`src/vgc_pkg.sv`:
```
// Shared types, constants and widths for the vertex grid clustering block.
`default_nettype none
package vgc_pkg;

    localparam int MAX_VERTICES = 65536;
    localparam int MAX_CLUSTERS = 65536;
    localparam int BUCKETS      = 16384;

    localparam int VID_W  = $clog2(MAX_VERTICES);
    localparam int CID_W  = $clog2(MAX_CLUSTERS);
    localparam int BKT_W  = $clog2(BUCKETS);
    localparam int VCNT_W = $clog2(MAX_VERTICES + 1);
    localparam int CCNT_W = $clog2(MAX_CLUSTERS + 1);

    localparam int POS_W   = 24;
    localparam int IDX_W   = 16;
    localparam int SCALE_W = 24;
    localparam int SUM_W   = 40;
    localparam int MEM_W   = 17;

    localparam logic [SCALE_W-1:0] SCALE_RESET = 24'd65536;

    localparam int HASH_MUL_X = 17;
    localparam int HASH_MUL_Y = 101;

    localparam int Q_DEPTH = 2;

    typedef enum logic [1:0] {
        ACT_ADD   = 2'd0,
        ACT_TRI   = 2'd1,
        ACT_READ  = 2'd2,
        ACT_CLEAR = 2'd3
    } action_t;

    typedef enum logic [1:0] {
        STAT_OK         = 2'd0,
        STAT_FULL       = 2'd1,
        STAT_NOT_LOADED = 2'd2
    } status_t;

    typedef enum logic [3:0] {
        ST_CLEAR,
        ST_IDLE,
        ST_ADD_BKT,
        ST_ADD_CMP,
        ST_ADD_NEW,
        ST_TRI_A,
        ST_TRI_B,
        ST_TRI_C,
        ST_RD_REC,
        ST_RD_DIV,
        ST_OUT
    } state_t;

    // classified command handed from front to back
    typedef struct packed {
        action_t                   action;
        logic signed [POS_W-1:0]   pos_x;
        logic signed [POS_W-1:0]   pos_y;
        logic signed [POS_W-1:0]   pos_z;
        logic signed [POS_W-1:0]   cell_x;
        logic signed [POS_W-1:0]   cell_y;
        logic signed [POS_W-1:0]   cell_z;
        logic [BKT_W-1:0]          bucket;
        logic [IDX_W-1:0]          corner_a;
        logic [IDX_W-1:0]          corner_b;
        logic [IDX_W-1:0]          corner_c;
        logic [IDX_W-1:0]          cluster_pick;
    } cmd_t;

    typedef struct packed {
        logic signed [POS_W-1:0] cell_x;
        logic signed [POS_W-1:0] cell_y;
        logic signed [POS_W-1:0] cell_z;
        logic [SUM_W-1:0]        sum_x;
        logic [SUM_W-1:0]        sum_y;
        logic [SUM_W-1:0]        sum_z;
        logic [MEM_W-1:0]        count;
    } rec_t;

    typedef struct packed {
        logic             vld;
        logic [CID_W-1:0] id;
    } ptr_t;

    typedef struct packed {
        logic [IDX_W-1:0]  cluster_of_vertex;
        logic [IDX_W-1:0]  mapped_a;
        logic [IDX_W-1:0]  mapped_b;
        logic [IDX_W-1:0]  mapped_c;
        logic              keep_triangle;
        logic [POS_W-1:0]  avg_x;
        logic [POS_W-1:0]  avg_y;
        logic [POS_W-1:0]  avg_z;
        logic [MEM_W-1:0]  members;
        status_t           status;
    } res_t;

    typedef struct packed {
        logic init_done;
    } back_stat_t;

endpackage
`default_nettype wire

```
`src/vgc_queue.sv`:
```
// Short command queue between front and back.
`default_nettype none
module vgc_queue (
    input  wire logic          aclk,
    input  wire logic          aresetn,
    input  wire logic          push_valid,
    output logic               push_ready,
    input  wire vgc_pkg::cmd_t push_data,
    output logic               pop_valid,
    input  wire logic          pop_ready,
    output vgc_pkg::cmd_t      pop_data
);
    localparam int PW = (vgc_pkg::Q_DEPTH > 1) ? $clog2(vgc_pkg::Q_DEPTH) : 1;

    vgc_pkg::cmd_t   mem_reg [vgc_pkg::Q_DEPTH];
    logic [PW-1:0]   wr_reg, wr_next, rd_reg, rd_next;
    logic [PW:0]     cnt_reg, cnt_next;
    logic            do_push, do_pop;

    assign push_ready = cnt_reg != (PW+1)'(vgc_pkg::Q_DEPTH);
    assign pop_valid  = cnt_reg != '0;
    assign pop_data   = mem_reg[rd_reg];
    assign do_push    = push_valid && push_ready;
    assign do_pop     = pop_valid && pop_ready;

    always_comb begin
        wr_next  = wr_reg;
        rd_next  = rd_reg;
        cnt_next = cnt_reg;
        if (do_push) begin
            wr_next = (wr_reg == PW'(vgc_pkg::Q_DEPTH - 1)) ? '0 : wr_reg + 1'b1;
        end
        if (do_pop) begin
            rd_next = (rd_reg == PW'(vgc_pkg::Q_DEPTH - 1)) ? '0 : rd_reg + 1'b1;
        end
        if (do_push && !do_pop) begin
            cnt_next = cnt_reg + 1'b1;
        end else if (!do_push && do_pop) begin
            cnt_next = cnt_reg - 1'b1;
        end
    end

    always_ff @(posedge aclk) begin
        if (!aresetn) begin
            wr_reg  <= '0;
            rd_reg  <= '0;
            cnt_reg <= '0;
        end else begin
            wr_reg  <= wr_next;
            rd_reg  <= rd_next;
            cnt_reg <= cnt_next;
        end
        if (do_push) begin
            mem_reg[wr_reg] <= push_data;
        end
    end
endmodule
`default_nettype wire

```
`config.mk`:
```
export PLATFORM = sky130hd
export DESIGN_NAME = vgc_queue
export DESIGN_NICKNAME = d
export VERILOG_FILES = /design/src/vgc_pkg.sv /design/src/vgc_queue.sv
export SDC_FILE = /design/constraint.sdc
export NUM_CORES = 1
export LEC_CHECK = 0
export ABC_AREA = 1
export BUFFER_PORTS_ARGS = -buffer_cell sky130_fd_sc_hd__buf_2
export CORE_ASPECT_RATIO = 0.75
export CORE_MARGIN = 5
export CORE_UTILIZATION = 52
export CTS_CLUSTER_DIAMETER = 40
export DETAILED_ROUTE_END_ITERATION = 12
export HOLD_SLACK_MARGIN = 0.06
export PLACE_DENSITY = 0.81
export SYNTH_ARGS = -nofsm -noshare
export SYNTH_HDL_FRONTEND = slang
export SYNTH_SLANG_ARGS = --single-unit
```
`constraint.sdc`:
```
create_clock -name aclk -period 15.18 [get_ports aclk]
set_input_delay 0.759 -clock aclk [delete_from_list [all_inputs] [get_ports aclk]]
set_output_delay 0.759 -clock aclk [all_outputs]
set_load 0.005 [all_outputs]
```
==> results.toml <==
[power_and_ir_drop]
clkPwrFrac_pct = 31.8
p_switching_mw = 0.8847
p_int_mw = 2.644
p_leak_nw = 8.277
pwr-share-seq_pct = 46.6
swShare_pct = 25.07
p_per_area_mw_per_mm2 = 165.8
peakVddDrop_mv = 0.1237
power_mw = 3.529
power_frac_comb_pct = 21.5

[logic_synthesis]
yosysTopAreaCellShare_pct = 78.86
yosys.area.top_type = "edfxtp_1"
synth_cell_types = 15
synth.avg_cell_area_um2 = 23.24
ys_warn_count = 0
synth-compound-area-share_pct = 0.1320
synth_cells = 734
syn-num-nets = 963
synth_xor_xnor_area_share_pct = 0
yosys.area_share.adder_pct = 0.07334
synth_area_leaders = "edfxtp_1, mux2_4, mux2_2, buf_6, dfxtp_1"
synth_seq_area_share_pct = 79.44
muxShareOfSynthArea_pct = 18.31
ys_ff_latch = 453
synth_top_family_by_area = "multiplexers"
syn-cell-area_mm2 = 0.01706
synth-simple-area-share_pct = 0.4400

[cts]
cts_made_buffers = 47
clk_latency_ps = 540
clk_pin_slew_ps = 60
cts_num_sinks = 453
cts_root_buffer = "clkbuf_16"
post_cts_resized = 0
cts_hold_buffers = 0
postCtsSetupBuffers = 0
htreeDepth = 2
cts_buffer_depth = 3
cts_tree = "done"

[sta]
rsz0062_at_grt = "no"
slew_viol_final = 0
hold_violations = 0
fin_crit_sh_pct = 25.09
period_needed_ps = 3809
finClkSkew_ps = 17.33
setup-tns-final_ps = 0
setup_violations = 0
relSlewSlack_pct = 28.46
worst_pin_slew_ps = 1073
fmax_ghz = 0.2626

[floorplan]
ios = 454
initial_utilization_pct = 52.69
die_y_um = 166.9
die_w_um = 219.2
core_mm2 = 0.03238
rows = 57
dieArea_mm2 = 0.03657

[placement]
portBuffers = 453
dp_hpwl_um = 25260
finalWeightedCongestion = 0.7986

[critical_path]
rrSetupSlack_ps = 11740
required_ps = 14420
start_kind = "flip-flop"
worstPathArrival_ps = 3050
cp_max_fo = 58
end_kind = "output port"
path_class = "reg -> out"

[drt]
drtIter0Drc = 727
drc = 0
vias = 8675
ant_nets = 0
routed_wl_um = 36640
routedWlPerCell_um = 21.48
drtPass1Iterations = 7
viasPerCell = 5.085

[cells_and_area]
num-nets-final = 1448
area_delta_synth_final_pct = 24.77
mostFrequentLayoutCells = "buf_2, edfxtp_1, mux2_4"
largest_register_ffs = 448
layout-drive-gt1-share_pct = 60.32
final_common_cell = "buf_2"

[global_route]
antenna_found_initial = 16
grt_pass1_vias = 9211
grt_usage_pct = 19.27
grt_first_pass_wirelength_um = 53850
grt_max_degree = 112
grt_overflow_total = 0

[hold_path]
hold_class = "in -> reg"

[status]
status = "completed"

[flow_run]
cap_violations = 0
[power by group through the flow]
stage                     registers [mW]  clock network [mW]  logic (mW)
after floorplan                     1.71                   0       0.488
after global placement              1.66                   0       0.759
after detailed placement            1.67                   0       0.767
after CTS                           1.65                1.15       0.771
after global routing                1.66                1.21       0.808
final                               1.65                1.12       0.760
[cells by family after synthesis]
| logic type | after synthesis |
|---|---|
| compound gates | 4 |
| fa+ha+maj | 1 |
| buf+inv | 33 |
| flops | 453 |
| mux | 224 |
| simple gates | 19 |
[critical path: stages, from the launching register on]
cell	delay [ps]
dfxtp_4	980
buf_4	940
mux2_4	370
buf_2	130
[per-layer routing]
metal / global-route usage [%] / vias to the layer above / share of wire, %
met3: 6.261 / 85 / 8.9
met4: 6.714 / 14 / 3.1
li1: - / 3903 / -
met2: 32.59 / 357 / 50
met5: 0 / - / 0.25
met1: 23.48 / 4316 / 37
[layout make-up]
class,count,area [um^2]
Tap cell,442,553.0
Timing Repair Buffer,461,2340
Antenna cell,9,22.52
Sequential cell,453,13560
Clock inverter,27,275.3
Multi-Input combinational cell,248,3248
Inverter,8,30.03
Fill cell,2159,11090
Clock buffer,58,1260
[cells in the mapped netlist]
master and number:
inv_1 8, mux2_4 160, o21ai_0 2, buf_6 19, nand4_1 1, nand3_1 1, edfxtp_1 448, a21oi_1 1
mux2_2 64, dfxtp_1 5, nor2_1 8, buf_2 6, nand2_1 9, ha_1 1, o21a_1 1
[path summary, 6_finish.rpt]
check / from / to / depth (start not counted)
setup / recovery: flip-flop / pop_data[94] / 3
hold reg to reg: rd_reg / rd_reg / 2
setup reg to reg: cnt_reg[0] / mem_reg[1][121] / 6
hold / removal: push_data[3] / mem_reg[1][3] / 1
[metrics by stage]
| step | hold WS, ps | worst slack, ps | util, % | cells | cell area (um^2) |
|---|---|---|---|---|---|
| global route | 376.1 | 11230 | 65.73 | 1705 | 21280 |
| CTS | 371.1 | 11340 | 65.67 | 1697 | 21260 |
| finish | 405.7 | 11370 | 65.74 | 1706 | 21290 |
| global placement | 478.2 | 11450 | 60.93 | 1612 | 19730 |
| detailed placement | 495.9 | 11450 | 60.93 | 1612 | 19730 |
| floorplan | 466.9 | 4237 | - | 734 | 17060 |
(Power assumes the default switching activity.)
