--- src/vgc_pkg.sv ---
// Shared types, constants and widths for the vertex grid clustering block.
`default_nettype none
package vgc_pkg;

    localparam int MAX_VERTICES = 65536;
    localparam int MAX_CLUSTERS = 65536;
    localparam int BUCKETS      = 16384;

    localparam int VID_W  = $clog2(MAX_VERTICES);
    localparam int CID_W  = $clog2(MAX_CLUSTERS);
    localparam int BKT_W  = $clog2(BUCKETS);
    localparam int VCNT_W = $clog2(MAX_VERTICES + 1);
    localparam int CCNT_W = $clog2(MAX_CLUSTERS + 1);

    localparam int POS_W   = 24;
    localparam int IDX_W   = 16;
    localparam int SCALE_W = 24;
    localparam int SUM_W   = 40;
    localparam int MEM_W   = 17;

    localparam logic [SCALE_W-1:0] SCALE_RESET = 24'd65536;

    localparam int HASH_MUL_X = 17;
    localparam int HASH_MUL_Y = 101;

    localparam int Q_DEPTH = 2;

    typedef enum logic [1:0] {
        ACT_ADD   = 2'd0,
        ACT_TRI   = 2'd1,
        ACT_READ  = 2'd2,
        ACT_CLEAR = 2'd3
    } action_t;

    typedef enum logic [1:0] {
        STAT_OK         = 2'd0,
        STAT_FULL       = 2'd1,
        STAT_NOT_LOADED = 2'd2
    } status_t;

    typedef enum logic [3:0] {
        ST_CLEAR,
        ST_IDLE,
        ST_ADD_BKT,
        ST_ADD_CMP,
        ST_ADD_NEW,
        ST_TRI_A,
        ST_TRI_B,
        ST_TRI_C,
        ST_RD_REC,
        ST_RD_DIV,
        ST_OUT
    } state_t;

    // classified command handed from front to back
    typedef struct packed {
        action_t                   action;
        logic signed [POS_W-1:0]   pos_x;
        logic signed [POS_W-1:0]   pos_y;
        logic signed [POS_W-1:0]   pos_z;
        logic signed [POS_W-1:0]   cell_x;
        logic signed [POS_W-1:0]   cell_y;
        logic signed [POS_W-1:0]   cell_z;
        logic [BKT_W-1:0]          bucket;
        logic [IDX_W-1:0]          corner_a;
        logic [IDX_W-1:0]          corner_b;
        logic [IDX_W-1:0]          corner_c;
        logic [IDX_W-1:0]          cluster_pick;
    } cmd_t;

    typedef struct packed {
        logic signed [POS_W-1:0] cell_x;
        logic signed [POS_W-1:0] cell_y;
        logic signed [POS_W-1:0] cell_z;
        logic [SUM_W-1:0]        sum_x;
        logic [SUM_W-1:0]        sum_y;
        logic [SUM_W-1:0]        sum_z;
        logic [MEM_W-1:0]        count;
    } rec_t;

    typedef struct packed {
        logic             vld;
        logic [CID_W-1:0] id;
    } ptr_t;

    typedef struct packed {
        logic [IDX_W-1:0]  cluster_of_vertex;
        logic [IDX_W-1:0]  mapped_a;
        logic [IDX_W-1:0]  mapped_b;
        logic [IDX_W-1:0]  mapped_c;
        logic              keep_triangle;
        logic [POS_W-1:0]  avg_x;
        logic [POS_W-1:0]  avg_y;
        logic [POS_W-1:0]  avg_z;
        logic [MEM_W-1:0]  members;
        status_t           status;
    } res_t;

    typedef struct packed {
        logic init_done;
    } back_stat_t;

endpackage
`default_nettype wire

--- src/vgc_front.sv ---
// Front end: accepts items, snaps positions to grid cells and hashes the bucket.
`default_nettype none
module vgc_front (
    input  wire logic                           aclk,
    input  wire logic                           aresetn,
    input  wire logic                           cfg_we,
    input  wire logic [vgc_pkg::SCALE_W-1:0]    cfg_wdata,
    input  wire logic                           s_tvalid,
    output logic                                s_tready,
    input  wire logic [135:0]                   s_tdata,
    input  wire logic [1:0]                     s_tuser,
    input  wire vgc_pkg::back_stat_t            bstat,
    output logic                                push_valid,
    input  wire logic                           push_ready,
    output vgc_pkg::cmd_t                       push_data
);
    logic [vgc_pkg::SCALE_W-1:0] scale_reg;
    logic                        s1_valid_reg, s1_valid_next;
    vgc_pkg::cmd_t               s1_reg, s1_next;
    logic                        take;

    logic signed [vgc_pkg::POS_W-1:0]     px, py, pz;
    logic signed [2*vgc_pkg::POS_W:0]     prod_x, prod_y, prod_z;
    logic signed [31:0]                   hsum;

    assign s_tready = bstat.init_done && (!s1_valid_reg || push_ready);
    assign take     = s_tvalid && s_tready;

    assign px = s_tdata[23:0];
    assign py = s_tdata[47:24];
    assign pz = s_tdata[71:48];

    // exact product, 24 fraction bits; the arithmetic slice is the floor
    assign prod_x = px * $signed({1'b0, scale_reg});
    assign prod_y = py * $signed({1'b0, scale_reg});
    assign prod_z = pz * $signed({1'b0, scale_reg});

    always_comb begin
        s1_valid_next = s1_valid_reg;
        s1_next       = s1_reg;
        if (push_ready) begin
            s1_valid_next = 1'b0;
        end
        if (take) begin
            s1_valid_next        = 1'b1;
            s1_next.action       = vgc_pkg::action_t'(s_tuser);
            s1_next.pos_x        = px;
            s1_next.pos_y        = py;
            s1_next.pos_z        = pz;
            s1_next.cell_x       = prod_x[47:24];
            s1_next.cell_y       = prod_y[47:24];
            s1_next.cell_z       = prod_z[47:24];
            s1_next.bucket       = '0;
            s1_next.corner_a     = s_tdata[87:72];
            s1_next.corner_b     = s_tdata[103:88];
            s1_next.corner_c     = s_tdata[119:104];
            s1_next.cluster_pick = s_tdata[135:120];
        end
    end

    // bucket = (17*cx + 101*cy + cz) masked to the table size
    assign hsum = 32'(s1_reg.cell_x) * vgc_pkg::HASH_MUL_X
                + 32'(s1_reg.cell_y) * vgc_pkg::HASH_MUL_Y
                + 32'(s1_reg.cell_z);

    always_comb begin
        push_data        = s1_reg;
        push_data.bucket = hsum[vgc_pkg::BKT_W-1:0];
    end
    assign push_valid = s1_valid_reg;

    always_ff @(posedge aclk) begin
        if (!aresetn) begin
            scale_reg    <= vgc_pkg::SCALE_RESET;
            s1_valid_reg <= 1'b0;
        end else begin
            if (cfg_we) begin
                scale_reg <= cfg_wdata;
            end
            s1_valid_reg <= s1_valid_next;
        end
        s1_reg <= s1_next;
    end
endmodule
`default_nettype wire

--- config.mk ---
export PLATFORM = sky130hd
export DESIGN_NAME = vgc_front
export DESIGN_NICKNAME = d
export VERILOG_FILES = /design/src/vgc_pkg.sv /design/src/vgc_front.sv
export SDC_FILE = /design/constraint.sdc
export NUM_CORES = 2
export LEC_CHECK = 0
export BUFFER_PORTS_ARGS = -buffer_cell sky130_fd_sc_hd__buf_4
export CAP_MARGIN = 20
export CORE_MARGIN = 8
export CORE_UTILIZATION = 60
export CTS_CLUSTER_SIZE = 40
export DETAILED_ROUTE_END_ITERATION = 8
export PLACE_DENSITY = 0.86
export SLEW_MARGIN = 20
export SYNTH_ARGS = -nofsm -noshare
export SYNTH_HDL_FRONTEND = slang
export SYNTH_SLANG_ARGS = --single-unit
--- constraint.sdc ---
create_clock -name aclk -period 8.1 [get_ports aclk]
set_clock_uncertainty 0.1 [all_clocks]
set_input_delay 0.81 -clock aclk [delete_from_list [all_inputs] [get_ports aclk]]
set_output_delay 0.81 -clock aclk [all_outputs]
set_load 0.02 [all_outputs]
==> reports/qor.txt <==
Run status: complete, no violations
Register area share after synthesis: 10.6%
Post-CTS setup buffer count: 0
Cell Chain, Critical Path: buf_12 > and2_1 > fa_1 > fa_1 > inv_1 > fa_1 > fa_1 > inv_1 > fa_1 > fa_1 > inv_1 > fa_1 > inv_1 > ha_1 > a21oi_1 > nor2_1 > nor3_1 > a21oi_1 > or4b_1 > and2_4 > a221o_2 > a211o_2 > a21oi_2 > xnor2_1
Grt ovf: 0
Final instance area: 70700 um2
RSZ-0062 raised after global routing: false
CP dominant cell by count: fa_1
Worst setup path start: scale_reg[20]
1st-pass router iterations: 8
Total track usage: 30.7%
Relative slew slack: 37.2%
DIE AREA: 118000 um2
Main synth FF type: edfxtp_1
Setup crit start kind: register
Pins Over Slew Limit: 0
Total Neg Setup Slack: 0 ps
Post-DP HPWL: 142000 um
Register Area: 6850 um2
Largest net degree at the start of global routing: 115
Chip width: 344 um
Footprint of the multi-input gates: 50000 um2
Final Cycle Share: 97.3%
Worst EP arrival: 8190 ps
Fraction of registers with async set/reset: 0%
Cell area after synthesis: 64400 um2
Clock sinks: 235
Max clock buf depth: 3
Final hold viol count: 0
Tmin final: 7880 ps
Synth Instances: 6645
Clock slew seen by the registers of the worst setup and hold paths: 80 ps
Hold_sp: s_tdata[123]
Number of flip-flops in the largest register: 210
Post-synth cell types: 64
Filler Cell Count: 7944
Synth Warn #: 0
Flops & latches, synth: 235
Critical Path End Type: register
DRC Markers: 0
Crit Path Class: register to register
Layout Nets: 9206
Fmax: 127 MHz
Layout Area Growth over Synthesis: 9.83%
Vert. Die Dim: 344 um
Data required, critical path: 8410 ps
Worst slack, placed: -90.5 ps
Vias: 46800
Initial antenna violation count: 8
H-tree Lvls: 1
I/O Pins: 394
Max-capacitance violation count: 0
Routed Antenna Nets: 0
Worst hold path class: primary input to register
Core Region: 107000 um2
IO Port Bufs: 393
CTS tree: built
Final worst setup slack: 216 ps
FF-to-FF Start: scale_reg[20]
Number of global-route vias before repair: 53700
Syn_nets: 8937
Post-synth EDFFs: 210
Initial drt markers: 3320
Global-route wire length before repair: 284000 um
Worst-Margin Slew: 942 ps
RePlAce Congestion: 0.924
Clock Latency Late Sink: 630 ps
Clock root buffer: clkbuf_16
Final Setup Violations: 0
Final wirelength: 176000 um
Num CTS Buffers: 31
Placed inst area: 69600 um2
WL/cell: 21.0 um
Vias per inst: 5.60
CP peak stage delay: 730 ps
Starting density of the core: 60.3%
Avg Inst Size Synth: 9.69 um2
Hold Buf Count CTS: 0
Share of layout cells above drive strength 1: 9.71%
Max stage delay cell, worst path: or4b_1
Rows: 120
Worst-path maximum fanout: 13
Post-CTS Resized: 0
==> per-stage QoR <==
| stage | hold slack (ps) | utilization [%] | cells |
|---|---|---|---|
| global placement | 384 | 65.2 | 8284 |
| CTS | 196 | 66.2 | 8342 |
| finish | 239 | 66.2 | 8349 |
| detailed placement | 405 | 65.2 | 8284 |
| floorplan | 467 | - | 6645 |
| global route | 216 | 66.2 | 8343 |
==> cell usage after synthesis (all sizes together), types with 19 or more instances <==
library cell,number,area share (%)
xor2,32,0.44
ha,639,12
nor2,50,0.29
edfxtp,210,9.8
clkbuf,321,1.9
nor2b,71,0.69
a21o,33,0.38
o21ai,45,0.36
and2,833,8.1
a21oi,68,0.55
fa,1485,46
nand2,862,5.0
nand2b,46,0.45
inv,1677,9.8
xnor2,67,0.91
buf,19,0.12
dfxtp,25,0.78
mux2i,24,0.37
==> worst max-delay path, delay by kind of cell (launching register included) <==
kind	cells	cell delay (ps)
compound gates	5	1220
xor+xnor	1	80
fa+ha+maj	8	3740
buf+inv	5	440
flops	1	690
simple gates	5	1360
==> worst paths after layout <==
kind / endpoint / slack (ps) / cells past startpoint
max: push_data[101] / 220 / 24
max reg2reg: push_data[101] / 220 / 24
min reg2reg: push_valid / 410 / 2
min: push_data[3] / 240 / 1
==> layout by cell type, fill, tap and decap left out, types with 5 or more instances in the layout <==
cell type | Yosys | layout
a21o_1 | 33 | 33
nand3_1 | 14 | 14
o21bai_1 | 7 | 7
xnor2_1 | 67 | 67
clkbuf_8 | 0 | 5
nand2b_1 | 46 | 46
a31oi_1 | 7 | 7
fa_1 | 1485 | 1485
a21oi_1 | 64 | 64
buf_12 | 0 | 30
o21a_1 | 6 | 6
nand2_1 | 862 | 862
clkinv_2 | 0 | 6
xor2_1 | 32 | 32
buf_4 | 1 | 546
dfxtp_2 | 0 | 20
nor3_1 | 13 | 13
and3_1 | 5 | 5
a211oi_1 | 6 | 6
nand4_1 | 16 | 16
inv_1 | 1676 | 1675
nor2_1 | 50 | 50
and2_1 | 832 | 832
edfxtp_1 | 210 | 210
mux2i_1 | 24 | 24
o21ai_0 | 41 | 41
a21boi_0 | 5 | 5
ha_1 | 639 | 639
clkbuf_16 | 0 | 31
clkbuf_1 | 321 | 5
nor2b_1 | 71 | 71
diode_2 | 0 | 7
==> metal layers <==
metal,wire (um),up-vias,global-route usage (%)
met5,23,-,0
met4,10500,4,15.8
met3,18100,625,7.00
met2,84200,2540,50.9
met1,62700,23800,37.8
li1,-,19800,-
==> layout make-up <==
type	count	area share, %
antenna	7	0.0248
multi-input combinational	4393	70.7
tap	1403	2.48
clock inverter	17	0.303
clock buffer	41	1.22
timing repair buffer	576	6.64
sequential	235	9.68
inverter	1677	8.91
==> cells by family after synthesis <==
| logic type | synth area share [%] |
|---|---|
| AOI/OAI and AO/OA | 2.14 |
| xor gates and xnor gates | 1.35 |
| adders and majority gates | 58.6 |
| buffers and inverters | 11.8 |
| DFF | 10.6 |
| muxes | 0.373 |
| and+or+nand+nor | 15.2 |
Power is left out: the tool's default activity adds up to more than one toggle a clock period on the data nets, which glitch-free logic cannot reach.
